## src/vertex_rotate_project_divide_top_macros.svh

```systemverilog
// assertion macros shared by the vertex transform modules
`ifndef VERTEX_ROTATE_PROJECT_DIVIDE_TOP_MACROS_SVH
`define VERTEX_ROTATE_PROJECT_DIVIDE_TOP_MACROS_SVH

// same-cycle implication, checked outside reset
`define VRPD_ASSERT_NOW(label, ante, cons, msg) \
  label: assert property (@(posedge clk_i) disable iff (!rst_ni) (ante) |-> (cons)) \
    else $error(msg);

// next-cycle implication, checked outside reset
`define VRPD_ASSERT_NEXT(label, ante, cons, msg) \
  label: assert property (@(posedge clk_i) disable iff (!rst_ni) (ante) |=> (cons)) \
    else $error(msg);

`endif

```

## src/vrpd_pkg.sv

```systemverilog
// types and constants of the vertex rotate, project and divide block
package vrpd_pkg;

  localparam int COORD_WIDTH = 24;
  localparam int RotW        = 16;
  localparam int ProdW       = COORD_WIDTH + RotW;
  localparam int NumW        = COORD_WIDTH + 17;
  localparam int QDepth      = 4;
  localparam int QPtrW       = $clog2(QDepth);

  typedef enum logic [2:0] {
    CFG_ROT_COS      = 3'd0,
    CFG_ROT_SIN      = 3'd1,
    CFG_DEPTH_OFFSET = 3'd2,
    CFG_PROJ_SCALE_X = 3'd3,
    CFG_PROJ_SCALE_Y = 3'd4
  } cfg_idx_e;

  typedef struct packed {
    logic signed [COORD_WIDTH-1:0] vertex_x;
    logic signed [COORD_WIDTH-1:0] vertex_y;
    logic signed [COORD_WIDTH-1:0] vertex_z;
    logic                          last_vertex;
  } vertex_t;

  typedef struct packed {
    logic signed [COORD_WIDTH-1:0] screen_x;
    logic signed [COORD_WIDTH-1:0] screen_y;
    logic signed [COORD_WIDTH-1:0] depth;
    logic                          depth_invalid;
    logic                          last_out;
  } screen_t;

  typedef struct packed {
    logic signed [RotW-1:0]        rot_cos;
    logic signed [RotW-1:0]        rot_sin;
    logic signed [COORD_WIDTH-1:0] depth_offset;
    logic [RotW-1:0]               proj_scale_x;
    logic [RotW-1:0]               proj_scale_y;
  } cfg_t;

  // one projected vertex waiting for division
  typedef struct packed {
    logic signed [NumW-1:0]        num_x;
    logic signed [NumW-1:0]        num_y;
    logic signed [COORD_WIDTH-1:0] z;
    logic                          bad;
    logic                          last;
  } proj_t;

  localparam logic [RotW-1:0]        RstRotCos  = RotW'(11785);
  localparam logic [RotW-1:0]        RstRotSin  = RotW'(-11382);
  localparam logic [COORD_WIDTH-1:0] RstDepthOf = COORD_WIDTH'(2031616);
  localparam logic [RotW-1:0]        RstScale   = RotW'(16397);

endpackage

```

## src/vrpd_queue.sv

```systemverilog
// short queue of projected vertices between front and back
`include "vertex_rotate_project_divide_top_macros.svh"

module vrpd_queue (
  input  logic            clk_i,
  input  logic            rst_ni,
  input  logic            push_i,
  input  vrpd_pkg::proj_t push_data_i,
  output logic            full_o,
  input  logic            pop_i,
  output logic            valid_o,
  output vrpd_pkg::proj_t head_o
);

  localparam int PtrW = vrpd_pkg::QPtrW;

  vrpd_pkg::proj_t entry_q [vrpd_pkg::QDepth];
  logic [PtrW-1:0] wr_q, rd_q;
  logic [PtrW:0]   cnt_q;

  assign full_o  = (cnt_q == (PtrW+1)'(vrpd_pkg::QDepth));
  assign valid_o = (cnt_q != '0);
  assign head_o  = entry_q[rd_q];

  always_ff @(posedge clk_i or negedge rst_ni) begin
    if (!rst_ni) begin
      wr_q  <= '0;
      rd_q  <= '0;
      cnt_q <= '0;
    end else begin
      if (push_i) wr_q <= wr_q + 1'b1;
      if (pop_i)  rd_q <= rd_q + 1'b1;
      if (push_i && !pop_i) begin
        cnt_q <= cnt_q + 1'b1;
      end else if (pop_i && !push_i) begin
        cnt_q <= cnt_q - 1'b1;
      end
    end
  end

  always_ff @(posedge clk_i) begin
    if (push_i) entry_q[wr_q] <= push_data_i;
  end

  `VRPD_ASSERT_NOW(a_no_overflow, push_i, !full_o, "push into full queue")
  `VRPD_ASSERT_NOW(a_no_underflow, pop_i, valid_o, "pop from empty queue")
  `VRPD_ASSERT_NEXT(a_count_hold, push_i && pop_i, $stable(cnt_q), "count moved on push and pop")

endmodule

```

## config.mk

```make
export PLATFORM = sky130hd
export DESIGN_NAME = vrpd_queue
export DESIGN_NICKNAME = d
export VERILOG_FILES = /design/src/vrpd_pkg.sv /design/src/vrpd_queue.sv
export VERILOG_INCLUDE_DIRS = /design/src /design/src/src
export SDC_FILE = /design/constraint.sdc
export NUM_CORES = 1
export LEC_CHECK = 0
export ABC_AREA = 1
export BUFFER_PORTS_ARGS = -buffer_cell sky130_fd_sc_hd__buf_2
export CAP_MARGIN = 5
export CELL_PAD_IN_SITES_DETAIL_PLACEMENT = 1
export CELL_PAD_IN_SITES_GLOBAL_PLACEMENT = 1
export CORE_MARGIN = 3
export CORE_UTILIZATION = 51
export DETAILED_ROUTE_END_ITERATION = 7
export GPL_TIMING_DRIVEN = 0
export HOLD_SLACK_MARGIN = 0.02
export PLACE_DENSITY_LB_ADDON = 0.1
export SLEW_MARGIN = 5
export SYNTH_ARGS = -nofsm -noshare
export SYNTH_HDL_FRONTEND = slang
export SYNTH_SLANG_ARGS = --single-unit
```

## constraint.sdc

```tcl
create_clock -name clk_i -period 8.6 [get_ports clk_i]
set_input_delay 0.43 -clock clk_i [delete_from_list [all_inputs] [get_ports clk_i]]
set_output_delay 0.43 -clock clk_i [all_outputs]
set_load 0.1 [all_outputs]
```

==> flow_metrics.py, run 1 <==
metrics = {
    "grt": {
        "grt_pass1_vias": 11900,
        "overflow": 0,
        "antenna_found_initial": 10,
        "gr-usage-all-layers": 0.249,
        "grt_pass1_wl_um": 68400,
        "grt_max_degree": 76,
    },
    "timing": {
        "fmax_ghz": 0.329,
        "worst_pin_slew_ns": 0.740,
        "finalHoldViolations": 0,
        "rsz0062_at_grt": "no",
        "clock_skew_ns": 0.0223,
        "relSlewSlack": 0.507,
        "setup-tns-final_ns": 0,
        "setup_viol": 0,
        "timing.final.crit_period_ns": 3.04,
        "finalMaxSlewViolations": 0,
        "post-route-period-util": 0.353,
    },
    "floorplanning": {
        "die_h_um": 191,
        "dieWidth_um": 191,
        "die_area_um2": 36400,
        "ios": 222,
        "initial_utilization": 0.518,
        "fp.coreArea_um2": 33600,
        "rows": 67,
    },
    "final_layout": {
        "fin_util": 0.612,
        "nFillCells": 3385,
        "final_cell_mix": "edfxtp_1, nand2_1, buf_2",
        "fin_area_um2": 20600,
        "drive_gt1_frac": 0.207,
        "final_nets": 1699,
        "layout_commonest_cell": "edfxtp_1",
        "areaGrowthSynthToFinish_pct": 18.2,
        "instances_no_fill": 2069,
    },
    "clock_network": {
        "htree_num_levels": 2,
        "clock-sinks": 439,
        "path_clk_slew_ns": 0.06,
        "cts-root-buf": "clkbuf_16",
        "cts_resized": 0,
        "insertion_delay_ns": 0.56,
        "clock_path_buffers": 3,
        "cts_made_buffers": 45,
        "cts_tree": "built",
    },
    "placement": {
        "dp.cells": 1981,
        "hpwl_um": 28000,
        "placed_cell_area_um2": 19200,
        "io_buffer_count": 221,
        "gp_congestion": 0.759,
    },
    "drt": {
        "routed_wirelength_um": 45600,
        "drt_iter0_markers": 696,
        "vias": 11100,
        "antenna_left": 0,
        "first_pass_iters": 5,
        "drc": 0,
        "avgViaCountPerCell": 5.37,
        "wire_per_inst_um": 22.1,
    },
    "setup_path": {
        "critPathLaunchType": "register",
        "path_cells": "buf_4 > inv_4 > clkbuf_1 > o211ai_1 > nand2_1 > buf_2",
        "ff2ff_setup_slack_ns": 6.52,
        "cp_num_buf_inv": 4,
        "crit_path_max_incr_delay_ns": 0.47,
        "cp_max_fo": 10,
        "arrival_ns": 2.61,
        "end_kind": "output port",
        "cp_data_required_time_ns": 8.17,
        "cp_slowest_cell": "clkbuf_1",
        "critPathKind": "register to output port",
        "critPathTopFamily": "buffers and inverters",
    },
    "yosys": {
        "yosys_warnings": 0,
        "synth_seq_area_share": 0.755,
        "synth_fp_nets": 1426,
        "netlist_instances": 1308,
        "ys_types": 20,
        "ys_seq_elements": 439,
        "syn_area_per_cell_um2": 13.3,
        "syn_area_um2": 17400,
    },
    "worst_hold_path": {
        "min_path_type": "primary input to register",
    },
    "status": {
        "status": "completed",
    },
    "job": {
        "max_cap_violations": 0,
    },
}
[path summary, 6_finish.rpt]
check                                 startpoint               to  cells after the start
min in group asynchronous                 rst_ni         cnt_q[2]                      2
worst min register to register          cnt_q[2]         cnt_q[2]                      2
worst max register to register           wr_q[0]   entry_q[2][47]                      5
max in group asynchronous                 rst_ni          rd_q[0]                      2
worst max-delay path                     rd_q[1]       head_o[74]                      6
worst min-delay path            push_data_i[100]  entry_q[1][100]                      1
[flip-flops by register name, summed over array words and instances, names as in the netlist]
name	flops
rd_q	2
entry_q	432
wr_q	2
cnt_q	3
[per-stage QoR]
| step | hold slack, ns | setup WS [ns] |
|---|---|---|
| 2_1_floorplan | 0.134 | 5.32 |
| 3_3_place_gp | 0.284 | 3.33 |
| 3_5_place_dp | 0.287 | 6.11 |
| 4_1_cts | 0.0582 | 5.50 |
| 5_1_grt | 0.0667 | 5.44 |
| 6_report | 0.0814 | 5.56 |
[cell families after synthesis]
kind of cell	after synthesis	synth area share
compound gates	217	0.0934
flops	439	0.755
buf+inv	300	0.0710
fa+ha+maj	6	0.00474
simple gates	342	0.0740
xor+xnor	4	0.00201
[routing by layer]
layer  wire, um  track usage  vias to the layer above
met5         99            0                        -
met4        945       0.0703                       14
met1      18600        0.314                     5581
li1           -            -                     5120
met3       2810       0.0502                       79
met2      23200        0.439                      317
[Yosys cell counts (all sizes together)]
| master | instances | area (um2) |
|---|---|---|
| nor3 | 1 | 5.00 |
| inv | 228 | 858 |
| nand4 | 1 | 6.26 |
| o211ai | 216 | 1620 |
| ha | 5 | 62.6 |
| nand3 | 1 | 5.00 |
| xnor2 | 1 | 8.76 |
| nand2 | 338 | 1270 |
| clkbuf | 19 | 71.3 |
| dfrtp | 7 | 175 |
| o21ai | 1 | 5.00 |
| fa | 1 | 20.0 |
| buf | 53 | 308 |
| edfxtp | 432 | 13000 |
| nor2 | 1 | 3.75 |
| xor2 | 3 | 26.3 |
[timing repair]
item / CTS / global route
hold endpoints to repair: 7 / 0
setup buffers: 0 / 0
hold buffers: 1 / 0
endpoints found under the setup margin: 0 / 0
[final cells by class]
cell class	count	area (um2)	area share
antenna	3	7.51	0.000365
buffer	72	379	0.0184
clock buffer	57	1210	0.0589
clock inverter	27	143	0.00693
inverter	228	878	0.0427
multi-input combinational	569	3030	0.147
sequential	439	13100	0.639
tap	448	561	0.0272
timing repair buffer	226	1230	0.0596
Power of run 1 is left out: the tool's default activity adds up to more than one toggle a clock period on the data nets, which glitch-free logic cannot reach.
==> inputs of run 2 (changes only) <==
ABC_AREA = 0   (was 1)
CORE_UTILIZATION = 50   (was 51)
clock period = 3.1 ns   (was 8.6 ns; I/O delays follow)
==> flow_metrics.py, run 2 <==
metrics = {
    "floorplanning": {
        "dieWidth_um": 185,
        "rows": 64,
        "ios": 222,
        "fp.coreArea_um2": 31100,
        "die_area_um2": 34200,
        "initial_utilization": 0.515,
        "die_h_um": 185,
    },
    "grt": {
        "use_met2": 0.369,
        "grt_pass1_vias": 8845,
        "grt_max_degree": 56,
        "grt_use_met1": 0.251,
        "overflow": 0,
        "grt_pass1_wl_um": 51900,
        "gr-usage-all-layers": 0.202,
        "busiest_layer": "met2",
        "grtUsageMet3": 0.0403,
        "antenna_found_initial": 1,
    },
    "yosys": {
        "synth_fp_nets": 716,
        "ys_seq_elements": 439,
        "syn_area_per_cell_um2": 26.7,
        "yosys_warnings": 0,
        "yosys.cell_count.top_type": "edfxtp_1",
        "synth_top_area_share": 0.811,
        "synthArstFlopShare": 0.0159,
        "ys_types": 20,
        "synth-edff-count": 432,
        "netlist_instances": 598,
        "yosys-top-cells-count": "edfxtp_1, mux4_2, buf_6",
        "synth_seq_area_share": 0.822,
        "synth.area.top_cells": "edfxtp_1, mux4_2, dfrtp_1, buf_6, ha_1",
        "ys.flop_type": "edfxtp_1",
        "syn_area_um2": 16000,
        "yosysTopAreaCell": "edfxtp_1",
    },
    "clock_network": {
        "path_clk_slew_ns": 0.06,
        "insertion_delay_ns": 0.53,
        "cts_tree": "built",
        "clock-sinks": 439,
        "htree_num_levels": 2,
        "post-cts-setup-buffer-count": 0,
        "cts-root-buf": "clkbuf_16",
        "clock_path_buffers": 3,
        "cts_made_buffers": 45,
        "cts_resized": 0,
    },
    "setup_path": {
        "end_kind": "output port",
        "cp_max_fo": 10,
        "r2r-end": "entry_q[2][48]",
        "critPathLaunchType": "register",
        "worst-r2r-cell-count": 4,
        "arrival_ns": 2.40,
        "cp_data_required_time_ns": 2.94,
        "critPathKind": "register to output port",
        "r2r-start": "wr_q[0]",
        "ff2ff_setup_slack_ns": 1.21,
    },
    "timing": {
        "rsz0062_at_grt": "no",
        "finalHoldViolations": 0,
        "setup-tns-final_ns": 0,
        "timing.final.crit_period_ns": 2.55,
        "finalMaxSlewViolations": 0,
        "clock_skew_ns": 0.00991,
        "setup_viol": 0,
        "worst_pin_slew_ns": 0.677,
        "relSlewSlack": 0.549,
        "fmax_ghz": 0.391,
        "post-route-period-util": 0.824,
        "layout_setup_ws_ns": 0.546,
    },
    "placement": {
        "io_buffer_count": 221,
        "hpwl_um": 20800,
        "gp_congestion": 0.704,
        "pre_cts_ws_ns": 1.01,
    },
    "final_layout": {
        "nFillCells": 2508,
        "largest_reg_flops": 432,
        "reg_top3": "entry_q x432, cnt_q x3",
        "drive_gt1_frac": 0.416,
        "layout_commonest_cell": "edfxtp_1",
        "final_nets": 1104,
        "antenna_cells": 0,
        "areaGrowthSynthToFinish_pct": 27.0,
        "top_register": "entry_q",
        "final_cell_mix": "edfxtp_1, buf_2, dlygate4sd3_1",
    },
    "worst_hold_path": {
        "holdCritStartpoint": "push_data_i[33]",
        "min_path_type": "primary input to register",
        "holdPathStages": 2,
        "whs_endpoint": "entry_q[2][33]",
    },
    "drt": {
        "drc": 0,
        "routed_wirelength_um": 34200,
        "antenna_left": 0,
        "avgViaCountPerCell": 5.39,
        "first_pass_iters": 5,
        "drt_iter0_markers": 544,
        "wire_per_inst_um": 24.1,
        "vias": 7626,
    },
    "job": {
        "max_cap_violations": 0,
    },
    "status": {
        "status": "completed",
    },
}
==> run 2: how the worst max path moves through the flow <==
stage / startpoint / to / depth (start not counted)
6_report: rd_q[1] / head_o[40] / 4
5_1_grt: rd_q[1] / head_o[44] / 4
4_1_cts: rd_q[1] / head_o[44] / 4
3_5_place_dp: rd_q[1] / head_o[44] / 4
3_3_place_gp: wr_q[0] / entry_q[0][53] / 3
2_1_floorplan: cnt_q[0] / full_o / 1
==> run 2: cell type report <==
type                            count  area, um2  share of cell area
Clock buffer                       58       1220              0.0600
Buffer                             24        194             0.00955
Sequential cell                   439      13100               0.648
Tap cell                          396        495              0.0244
Clock inverter                     23        159             0.00783
Inverter                            4       15.0            0.000739
Multi-Input combinational cell    131       2640               0.130
Timing Repair Buffer              341       2430               0.120
==> run 2: worst max-delay path, cell delays in order, from the launching register on <==
cell and delay, ns:
dfrtp_1 0.33, buf_4 0.21, clkbuf_1 0.55, mux4_2 0.34, buf_2 0.44
==> run 2: cell families (layout without fill, tap and decap cells) <==
group,Yosys count,count (layout),synth area share
buffers and inverters,28,450,0.0131
AOI/OAI and AO/OA,1,1,0.000313
DFF,439,439,0.822
adders and majority gates,6,6,0.00516
xor gates and xnor gates,6,6,0.00329
and+or+nand+nor,9,9,0.00313
muxes,109,109,0.153
==> run 2: repair_timing <==
action                                  CTS  global route
endpoints found under the setup margin    0             0
hold buffers                            112             0
endpoints found under the hold margin   443             0
==> run 2: stage by stage <==
step                hold slack [ns]  instance area (um2)   util  instances
finish                        0.376                20300  0.654       1416
global route                  0.364                20300  0.654       1416
CTS                           0.349                20300  0.654       1416
detailed placement         0.000138                17800  0.573       1223
global placement           -0.00617                17600  0.566       1215
floorplan                    -0.141                16000      -        598
==> run 2: metal layers <==
metal,vias up,part of all wire
li1,3373,-
met1,3991,0.39
met2,216,0.54
met3,46,0.050
met4,0,0.019
met5,-,0
Power of run 2 is left out for the same reason.
